<file path="config.mk">
export PLATFORM = sky130hd
export DESIGN_NAME = moving_average_filter_top
export DESIGN_NICKNAME = d
export VERILOG_FILES = /design/src/rtl/mad_pkg.sv /design/src/rtl/mad_ring.sv /design/src/rtl/mad_div.sv /design/src/rtl/moving_average_filter_top.sv
export VERILOG_INCLUDE_DIRS = /design/src /design/src/rtl
export SDC_FILE = /design/constraint.sdc
export NUM_CORES = 2
export LEC_CHECK = 0
export BUFFER_PORTS_ARGS = -buffer_cell sky130_fd_sc_hd__buf_2
export CAP_MARGIN = 10
export CELL_PAD_IN_SITES_DETAIL_PLACEMENT = 0
export CELL_PAD_IN_SITES_GLOBAL_PLACEMENT = 1
export CORE_ASPECT_RATIO = 2
export CORE_MARGIN = 1
export CORE_UTILIZATION = 35
export DETAILED_ROUTE_END_ITERATION = 10
export GPL_TIMING_DRIVEN = 0
export PLACE_DENSITY_LB_ADDON = 0.1
export SYNTH_ARGS = -nofsm -noshare
export SYNTH_HDL_FRONTEND = slang
export SYNTH_HIERARCHICAL = 1
export SYNTH_SLANG_ARGS = --single-unit
export TNS_END_PERCENT = 50
</file>
<file path="constraint.sdc">
create_clock -name clk -period 4.24 [get_ports clk]
set_clock_uncertainty 0.15 [all_clocks]
set_input_delay 0.212 -clock clk [delete_from_list [all_inputs] [get_ports clk]]
set_output_delay 0.212 -clock clk [all_outputs]
set_load 0.01 [all_outputs]
</file>
<file path="src/rtl/assert_macros.svh">
// ----------------------------------------------------------------------------
// assertion macros
// shared concurrent assertion shorthands, sampled on clk and disabled in reset
// ----------------------------------------------------------------------------
`ifndef ASSERT_MACROS_SVH
`define ASSERT_MACROS_SVH

`ifndef SYNTHESIS

// condition holds at every clock edge out of reset
`define AST_HOLDS(lbl, cond) \
	lbl: assert property (@(posedge clk) disable iff (!arst_n) (cond)) \
		else $error("assertion failed");

// consequent holds in the same cycle as the antecedent
`define AST_IMPL(lbl, ante, cons) \
	lbl: assert property (@(posedge clk) disable iff (!arst_n) (ante) |-> (cons)) \
		else $error("assertion failed");

// consequent holds in the cycle after the antecedent
`define AST_NEXT(lbl, ante, cons) \
	lbl: assert property (@(posedge clk) disable iff (!arst_n) (ante) |=> (cons)) \
		else $error("assertion failed");

`else

`define AST_HOLDS(lbl, cond)
`define AST_IMPL(lbl, ante, cons)
`define AST_NEXT(lbl, ante, cons)

`endif

`endif

</file>
<file path="src/rtl/mad_pkg.sv">
// ----------------------------------------------------------------------------
// mad_pkg
// shared types and constants of the moving average filter
// ----------------------------------------------------------------------------
`timescale 1ns / 1ps

package mad_pkg;

	// configuration register file
	localparam int  WIN_BITS      = 7;
	localparam logic [WIN_BITS-1:0] WIN_RESET = 7'd8;
	localparam int  APB_ADDR_BITS = 3;
	localparam int  APB_DATA_BITS = 32;

	// register index, taken from paddr above the byte offset
	localparam logic REG_IDX_WINDOW = 1'b0;

	// divider status towards the sequencer
	typedef struct packed {
		logic busy;
		logic done;
	} div_stat_t;

endpackage

</file>
<file path="src/rtl/mad_ring.sv">
// ----------------------------------------------------------------------------
// mad_ring
// sample history memory, one write port and one registered read port
// ----------------------------------------------------------------------------
`timescale 1ns / 1ps

module mad_ring #(
	parameter int DEPTH = 64,
	parameter int WIDTH = 24,
	parameter int AW    = 6
) (
	input  logic             clk,
	input  logic             we,
	input  logic [AW-1:0]    waddr,
	input  logic [WIDTH-1:0] wdata,
	input  logic             re,
	input  logic [AW-1:0]    raddr,
	output logic [WIDTH-1:0] rdata
);

	logic [WIDTH-1:0] mem_q [DEPTH];
	logic [WIDTH-1:0] rdata_q;

	always_ff @(posedge clk) begin
		if (we) begin
			mem_q[waddr] <= wdata;
		end
		if (re) begin
			rdata_q <= mem_q[raddr];
		end
	end

	assign rdata = rdata_q;

endmodule

</file>
<file path="src/rtl/mad_div.sv">
// ----------------------------------------------------------------------------
// mad_div
// restoring unsigned divider, one quotient bit per cycle
// ----------------------------------------------------------------------------
`timescale 1ns / 1ps

module mad_div
	import mad_pkg::*;
#(
	parameter int NW = 30,
	parameter int DW = 7
) (
	input  logic          clk,
	input  logic          arst_n,
	input  logic          start,
	input  logic [NW-1:0] dividend,
	input  logic [DW-1:0] divisor,
	output div_stat_t     stat,
	output logic [NW-1:0] quotient
);

	localparam int CNTW = $clog2(NW + 1);

	logic [NW-1:0]   quo_q;
	logic [DW-1:0]   rem_q;
	logic [DW-1:0]   div_q;
	logic [CNTW-1:0] cnt_q;
	logic            busy_q;
	logic            done_q;

	logic [DW:0]   shifted;
	logic [DW+1:0] trial;
	logic          fits;

	// bring down the next dividend bit and try the subtraction
	assign shifted = {rem_q, quo_q[NW-1]};
	assign trial   = {1'b0, shifted} - {2'b00, div_q};
	assign fits    = ~trial[DW+1];

	always_ff @(posedge clk or negedge arst_n) begin
		if (!arst_n) begin
			busy_q <= 1'b0;
			done_q <= 1'b0;
			cnt_q  <= '0;
		end else begin
			done_q <= 1'b0;
			if (start) begin
				busy_q <= 1'b1;
				cnt_q  <= CNTW'(NW);
			end else if (busy_q) begin
				cnt_q <= cnt_q - CNTW'(1);
				if (cnt_q == CNTW'(1)) begin
					busy_q <= 1'b0;
					done_q <= 1'b1;
				end
			end
		end
	end

	always_ff @(posedge clk) begin
		if (start) begin
			quo_q <= dividend;
			rem_q <= '0;
			div_q <= divisor;
		end else if (busy_q) begin
			quo_q <= {quo_q[NW-2:0], fits};
			rem_q <= fits ? trial[DW-1:0] : shifted[DW-1:0];
		end
	end

	assign stat.busy = busy_q;
	assign stat.done = done_q;
	assign quotient  = quo_q;

endmodule

</file>
<file path="src/rtl/moving_average_filter_top.sv">
// ----------------------------------------------------------------------------
// moving_average_filter_top
// simple moving average over a configurable window of signed samples
// ----------------------------------------------------------------------------
// A sample request is taken on sample_valid/sample_ready; the matching mean
// leaves on average_valid/average_ready. Each sample gives exactly one mean of
// the most recent samples, up to the window length; while the window is still
// filling, the samples seen so far are averaged.
// One sample is processed at a time: sample_ready is low from acceptance
// until the result is loaded into the output register. After acceptance a
// sample passes the update, start, wait and finish states before
// average_valid; in the wait state the divider forms the quotient of the
// running sum one bit per cycle, and the next request is taken once the
// finish state has loaded the output register and returned to idle.
// The next sample may be taken while a finished mean still waits in the
// output register; if the receiver stalls, the following result waits in
// the sequencer until the output register frees.
// The window register sits on the APB port at address 0; writing it clears
// the history. Reset sets the window to 8 and empties the history; the ring
// memory needs no clearing pass since only entries written since the last
// clear are ever read.
// ----------------------------------------------------------------------------
`timescale 1ns / 1ps
`include "assert_macros.svh"

module moving_average_filter_top
	import mad_pkg::*;
#(
	parameter int MAX_WINDOW  = 64,
	parameter int SAMPLE_BITS = 24
) (
	input  logic                          clk,
	input  logic                          arst_n,
	input  logic                          psel,
	input  logic                          penable,
	input  logic                          pwrite,
	input  logic [APB_ADDR_BITS-1:0]      paddr,
	input  logic [APB_DATA_BITS-1:0]      pwdata,
	output logic [APB_DATA_BITS-1:0]      prdata,
	output logic                          pready,
	input  logic signed [SAMPLE_BITS-1:0] sample,
	input  logic                          sample_valid,
	output logic                          sample_ready,
	output logic signed [SAMPLE_BITS-1:0] average,
	output logic                          average_valid,
	input  logic                          average_ready
);

	localparam int AW       = (MAX_WINDOW > 1) ? $clog2(MAX_WINDOW) : 1;
	localparam int CW       = $clog2(MAX_WINDOW + 1);
	localparam int SUM_BITS = SAMPLE_BITS + $clog2(MAX_WINDOW);

	typedef enum logic [2:0] {
		ST_IDLE,
		ST_UPD,
		ST_START,
		ST_WAIT,
		ST_FIN
	} state_t;

	state_t                       state_q;
	logic [WIN_BITS-1:0]          window_q;
	logic [AW-1:0]                slot_q;
	logic [CW-1:0]                fill_q;
	logic signed [SUM_BITS-1:0]   sum_q;
	logic signed [SAMPLE_BITS-1:0] sample_q;
	logic                         evict_q;
	logic                         neg_q;
	logic signed [SAMPLE_BITS-1:0] avg_q;
	logic                         avg_valid_q;

	logic [CW-1:0]          win_eff;
	logic [AW-1:0]          old_slot;
	logic [AW-1:0]          next_slot;
	logic                   accept;
	logic                   cfg_wr;
	logic                   div_start;
	logic                   out_load;
	logic [SUM_BITS-1:0]    sum_mag;
	logic [SUM_BITS-1:0]    quo;
	logic [SUM_BITS-1:0]    quo_signed;
	logic [SAMPLE_BITS-1:0] ring_rdata;
	logic signed [SUM_BITS-1:0] old_term;
	div_stat_t              div_stat;

	assign pready = 1'b1;
	assign cfg_wr = psel & penable & pwrite
		& (paddr[APB_ADDR_BITS-1:2] == REG_IDX_WINDOW);
	assign prdata = (paddr[APB_ADDR_BITS-1:2] == REG_IDX_WINDOW)
		? {{(APB_DATA_BITS-WIN_BITS){1'b0}}, window_q} : '0;

	// window of zero acts as one, above the ring depth it saturates
	always_comb begin
		if (window_q == '0) begin
			win_eff = CW'(1);
		end else if (32'(window_q) > 32'(MAX_WINDOW)) begin
			win_eff = CW'(MAX_WINDOW);
		end else begin
			win_eff = CW'(window_q);
		end
	end

	// oldest retained slot, wrapped around the ring
	always_comb begin
		int diff;
		diff = int'(slot_q) - int'(win_eff);
		if (diff < 0) begin
			diff = diff + MAX_WINDOW;
		end
		old_slot = diff[AW-1:0];
	end

	assign next_slot = (32'(slot_q) == 32'(MAX_WINDOW - 1)) ? '0 : slot_q + AW'(1);

	assign sample_ready = (state_q == ST_IDLE);
	assign accept       = sample_valid & sample_ready;
	assign div_start    = (state_q == ST_START);
	assign out_load     = (state_q == ST_FIN) && (!avg_valid_q || average_ready);
	assign sum_mag      = sum_q[SUM_BITS-1] ? SUM_BITS'(-sum_q) : SUM_BITS'(sum_q);
	assign quo_signed   = neg_q ? (~quo + SUM_BITS'(1)) : quo;
	assign old_term     = evict_q ? SUM_BITS'($signed(ring_rdata)) : '0;

	mad_ring #(
		.DEPTH (MAX_WINDOW),
		.WIDTH (SAMPLE_BITS),
		.AW    (AW)
	) u_ring (
		.clk   (clk),
		.we    (state_q == ST_UPD),
		.waddr (slot_q),
		.wdata (sample_q),
		.re    (accept),
		.raddr (old_slot),
		.rdata (ring_rdata)
	);

	mad_div #(
		.NW (SUM_BITS),
		.DW (CW)
	) u_div (
		.clk      (clk),
		.arst_n   (arst_n),
		.start    (div_start),
		.dividend (sum_mag),
		.divisor  (fill_q),
		.stat     (div_stat),
		.quotient (quo)
	);

	always_ff @(posedge clk or negedge arst_n) begin
		if (!arst_n) begin
			state_q     <= ST_IDLE;
			window_q    <= WIN_RESET;
			slot_q      <= '0;
			fill_q      <= '0;
			sum_q       <= '0;
			evict_q     <= 1'b0;
			neg_q       <= 1'b0;
			avg_valid_q <= 1'b0;
		end else begin
			// a new mean replaces the one leaving in the same cycle
			if (out_load) begin
				avg_valid_q <= 1'b1;
			end else if (average_valid && average_ready) begin
				avg_valid_q <= 1'b0;
			end
			if (cfg_wr) begin
				window_q <= pwdata[WIN_BITS-1:0];
				slot_q   <= '0;
				fill_q   <= '0;
				sum_q    <= '0;
			end
			unique case (state_q)
				ST_IDLE: begin
					if (accept) begin
						evict_q <= (fill_q >= win_eff);
						state_q <= ST_UPD;
					end
				end
				ST_UPD: begin
					// oldest sample leaves as the new one enters
					sum_q   <= sum_q - old_term + SUM_BITS'(sample_q);
					fill_q  <= evict_q ? win_eff : fill_q + CW'(1);
					slot_q  <= next_slot;
					state_q <= ST_START;
				end
				ST_START: begin
					neg_q   <= sum_q[SUM_BITS-1];
					state_q <= ST_WAIT;
				end
				ST_WAIT: begin
					if (div_stat.done) begin
						state_q <= ST_FIN;
					end
				end
				ST_FIN: begin
					if (out_load) begin
						state_q <= ST_IDLE;
					end
				end
				default: state_q <= ST_IDLE;
			endcase
		end
	end

	always_ff @(posedge clk) begin
		if (accept) begin
			sample_q <= sample;
		end
		if (out_load) begin
			avg_q <= $signed(quo_signed[SAMPLE_BITS-1:0]);
		end
	end

	assign average       = avg_q;
	assign average_valid = avg_valid_q;

	`AST_HOLDS(a_fill_in_window, fill_q <= win_eff)
	`AST_IMPL(a_done_while_waiting, div_stat.done, state_q == ST_WAIT)
	`AST_NEXT(a_busy_after_request, accept, !sample_ready)

endmodule

</file>
; Word-level counts from Yosys, hierarchy flattened
; Memory sizes are Yosys's and may differ from the RTL's. A register that Yosys moved wholly into a read port is not among the register bits.
; Index checks and enable logic that the tools add are counted.
[op_classes]
n_addsub = 10
mul = 0
div = 0
n_lt_le_gt_ge = 3
eq_ne = 9
n_shift = 0
muxes = 34
bitwise = 7
reduce_logical = 11
[ops]
columns = cell, count
row1 = 2-to-1 mux 30 bit, 6
row2 = 2-to-1 mux 7 bit, 7
row3 = adder 30 x 24 -> 30 bit, 1
row4 = negator 30 bit, 1
row5 = subtractor 30 bit, 1
row6 = adder 24 x 1 -> 24 bit (second input constant), 1
row7 = 2-to-1 mux 24 bit, 1
row8 = 2-to-1 mux 6 bit, 4
row9 = inverter 24 bit, 1
row10 = case mux 3 bit (5 select lines), 1
row11 = adder 6 x 1 -> 6 bit (second input constant), 2
row12 = 2-to-1 mux 1 bit, 10
row13 = 2-to-1 mux 5 bit, 2
row14 = 2-to-1 mux 3 bit, 3
row15 = subtractor 8 x 7 -> 9 bit, 1
row16 = less-than comparator 8 x 1 -> 1 bit (second input constant), 1
row17 = subtractor 6 x 7 -> 8 bit, 1
row18 = adder 7 x 1 -> 7 bit (second input constant), 1
row19 = >= comparator 7 bit, 1
row20 = > comparator 7 bit (second input constant), 1
row21 = zero test 7 bit, 1
row22 = == test 3 x 2 -> 1 bit (second input constant), 2
row23 = == test 6 bit (second input constant), 1
row24 = nonzero test 2 bit, 3
row25 = other kinds (14), 20
[word_totals]
ff_bits = 155
latch_bits = 0
ram_bits = 1536
rom_bits = 0
input_bits = 66
output_inout_bits = 59
n_memories = 1
[memory_table]
columns = memory, words, width, read_ports, rd_ports_with_merged_regs, write_ports, line
row1 = u_ring.mem_q, 64, 24, 1, 1, 1, mad_ring.sv:21  ; logic [WIDTH-1:0] mem_q [DEPTH];

; Longest topological paths before layout
[logic_depth]
depth_word = 6
depth_mapped = 16
depth_no_buf = 15

; By module
; Netlist, hierarchy kept.
[by_module_without_submodules]
columns = mod, instances, cells_each, area_per_inst_um2
row1 = mad_ring, 1, 2610, 59535.8
row2 = moving_average_filter_top, 1, 882, 8125.3
row3 = mad_div, 1, 179, 2453.6

; Least setup slack after synthesis
; Ideal clock, no wire load.
[synth_timing]
path_kind = reg-to-reg
from = register sample_q[23]
to = register sum_q[29]
t_arrival_ps = 3623
t_required_ps = 3969
setup_slack_ps = 346
stages_incl_launch_ff = 13
path_buffers = 1
cell_sequence = edfxtp_1 -> inv_1 -> fa_1 -> inv_1 -> ha_1 -> clkbuf_1 -> nor2b_1 -> o21ai_0 -> a2111oi_0 -> a211oi_1 -> o41ai_2 -> xnor2_1 -> a22o_1
[synth_via]
elab_chain_cells = 2
[synth_rtl]
columns = element, line
row1 = "start, declared", moving_average_filter_top.sv:66  ; logic signed [SAMPLE_BITS-1:0] sample_q;
row2 = "start signal, assigned", moving_average_filter_top.sv:208  ; sample_q <= sample;
row3 = adder 30 x 24 -> 30 bit, moving_average_filter_top.sv:182  ; sum_q <= sum_q - old_term + SUM_BITS'(sample_q);
row4 = 2-to-1 mux 30 bit, moving_average_filter_top.sv:173  ; unique case (state_q)
row5 = "end signal, assigned", moving_average_filter_top.sv:182
row6 = "end, declared", moving_average_filter_top.sv:65  ; logic signed [SUM_BITS-1:0] sum_q;
; No other way between the ends.
; A chain may end at the register's enable or synchronous reset.

; Worst setup path after layout
[layout_timing]
from = register window_q[3]
to = register u_ring.rdata_q[12] (netlist: u_ring/rdata[12]) (read register of u_ring.mem_q), data pin
[layout_via]
elab_chain_cells = 6
[layout_rtl]
columns = element, line
row1 = "start, declared", moving_average_filter_top.sv:62  ; logic [WIN_BITS-1:0] window_q;
row2 = "start signal, assigned", moving_average_filter_top.sv:168  ; window_q <= pwdata[WIN_BITS-1:0];
row3 = > comparator 7 bit, moving_average_filter_top.sv:96  ; end else if (32'(window_q) > 32'(MAX_WINDOW)) begin
row4 = 2-to-1 mux 7 bit, moving_average_filter_top.sv:96
row5 = 2-to-1 mux 7 bit *, moving_average_filter_top.sv:94  ; if (window_q == '0) begin
row6 = subtractor 6 x 7 -> 8 bit *, moving_average_filter_top.sv:106  ; diff = int'(slot_q) - int'(win_eff);
row7 = less-than comparator 8 x 1 -> 1 bit / adder 6 x 1 -> 6 bit (equally long branches), "moving_average_filter_top.sv:107, moving_average_filter_top.sv:108"
row8 = 2-to-1 mux 6 bit *, moving_average_filter_top.sv:107  ; if (diff < 0) begin
row9 = via old_slot[2], moving_average_filter_top.sv:73  ; logic [AW-1:0] old_slot;
row10 = "end, declared", mad_ring.sv:22  ; logic [WIDTH-1:0] rdata_q;
; The timed path passes the listed nets; every way through them passes the cells marked *.

==> run metrics <==
fin worst setup slack -4.655 ps; CTS max path bufs 4; GP Congestion 0.8357; dpl hpwl 167600 microns; initial antenna violation count 2; max_cap viols 0; most common cell after layout, fill and taps aside edfxtp_1; # rows approximately 230; unrepaired setup endpoints after global routing false; Fin Setup TNS -4.655 ps; GRT Residual Overflow 0; vias in the first global route 39651; final setup vio count 1; DR pass1 iterations 8; fin. max-slew vios 0; CP Launch Point window_q[3]; share of cells above drive strength 1 approximately 30%; Synth Area per Inst roughly 19 sq um; FF+latch area 0.05112 sq mm; CP max stage delay 610 ps; Reg2Reg Setup Slack -5 ps; Fill cells 17513; die area 0.2022 sq mm; H-tree depth 4; Worst slew margin 25.46%; worst-path cell chain nor3_2 -> a21oi_1 -> nor2_2 -> ha_2 -> fa_2 -> xnor2_2 -> buf_6 -> buf_12 -> buf_12 -> buf_8 -> mux4_2 -> a221oi_4 -> o21ai_1 -> nand3_1 -> o21ai_2; Worst-Margin Slew about 1100 ps; period utilization 100.1%; Initial Utilization 35.16%; VDD IR-drop max 0.4798 mV; hold path start sample[18]; Setup CP Type flip-flop to flip-flop; PortBufs 71; Core Box Area between 0.15 and 0.2 sq mm; chip height 634.9 microns; Yosys warnings 6; mapped cell area roughly 0.070 sq mm; Area Overhead vs Synth 21.17%; status finished with violations; FMAX around 240 MHz; failing checks DRC, setup timing; first-pass GRT wire length 314500 microns; fin crit period between 4000 and 5000 ps; worst hold path type input port to flip-flop; GRT Total Usage between 20% and 30%; CTS tree done; most frequent cells in the layout edfxtp_1 (1645), mux4_2 (355), clkbuf_16 (173); final hold vios 0; detail-routed net length per standard cell 33.02 microns; multi-input combinational cell area 0.01862 sq mm; Max Fanout on Critical Path 10; Crit-path slowest cell a221oi_4; r2r startpoint window_q[3]; Iter 0 DRT Violations 2382; via/cell ratio ~5.3; LEAKAGE 27.96 nW; non-filler cells, final 6870; I/O pin cnt around 130; final WL ~230000 microns; cell repeated most along the worst path buf_12; Crit path arrival time 4620 ps; root buf cell clkbuf_16; detailed-route DRC error count 2; largest net degree at the start of global routing 45; Die W between 300 and 400 microns; Worst EP required 4620 ps; Startpoint Class flip-flop; pwr/cell area 797.6 mW/mm^2; fin nets 4320; total CTS buffers 167; clk_lat worst skew 860 ps; vias around 37000; clock slew at reported path FFs 70 ps; placed cell count 6481; antenna-violating nets left 0; worst hold slack 48.06 ps; clk sinks 1715; Post-Syn Instances 3670; Worst Setup End Kind flip-flop
-- report_power, final --
group	internal, mW	total, mW	leakage [nW]	switching, mW
clock	8.21	14.8	2.54	6.56
sequential	19.1	19.7	15.7	0.569
combinational	13.1	33.3	9.73	20.2
-- per-layer routing --
layer / wire length (microns) / up-vias / track usage [%]
met5: 0 / - / 0
met4: 10860 / 0 / 9.789
met3: 6338 / 351 / 2.156
met2: 135700 / 778 / 46.60
met1: 74010 / 19773 / 21.90
li1: - / 15741 / -
-- stage by stage --
step | util, % | power [mW] | setup slack [ps] | area [sq um]
6_report | 42.60 | 67.75 | -4.655 | 84950
5_1_grt | 42.60 | 69.96 | 0.8127 | 84940
3_3_place_gp | 36.99 | 50.14 | -2827 | 73770
2_1_floorplan | - | 37.25 | 346.3 | 70200
3_5_place_dp | 38.85 | 50.32 | -2780 | 77480
4_1_cts | 42.52 | 68.45 | -10.82 | 84800
-- layout make-up --
type / instances / area share, %
repair buffers: 313 / 5.430
multi-input cells: 1632 / 21.92
clock buffers: 195 / 5.143
plain buffers: 199 / 1.929
diodes: 4 / 0.01178
clock inverters: 98 / 0.9706
inverters: 140 / 0.6304
flip-flops and latches: 1715 / 60.17
well taps: 2574 / 3.791
-- worst max-delay path, delay by kind of cell (launching register included) --
| kind | cells | cell delay, ps |
|---|---|---|
| simple gates | 3 | 300 |
| flops | 1 | 560 |
| fa+ha+maj | 2 | 590 |
| compound gates | 4 | 1030 |
| xor+xnor | 1 | 160 |
| buf+inv | 4 | 740 |
| mux | 1 | 350 |
-- state kept, by name, indices dropped and copies added, names as in the netlist --
name	count
average	24
average_valid	1
evict_q	1
fill_q	7
neg_q	1
sample_q	24
slot_q	6
state_q	3
sum_q	30
u_div/busy_q	1
u_div/cnt_q	5
u_div/div_q	7
u_div/done_q	1
u_div/quotient	30
u_div/rem_q	7
u_ring/mem_q	1536
u_ring/rdata	24
window_q	7
-- path summary, 6_finish.rpt --
kind	to	cells after the start
setup / recovery	u_ring/rdata[12]	15
hold / removal	sample_q[18]	2
setup reg to reg	u_ring/rdata[12]	15
hold reg to reg	u_div/rem_q[5]	2
max in group asynchronous	neg_q	5
min in group asynchronous	sum_q[26]	4
-- timing repair --
item / CTS / global route
gates resized for setup: 330 / 26
hold buffers: 75 / 0
hold endpoints to repair: 99 / 0
setup endpoints to repair: 44 / 27
cloned: 1 / 0
buffers inserted: 16 / 8
pin swaps: 11 / 7
Note: power is estimated with default switching activity, not from simulation.
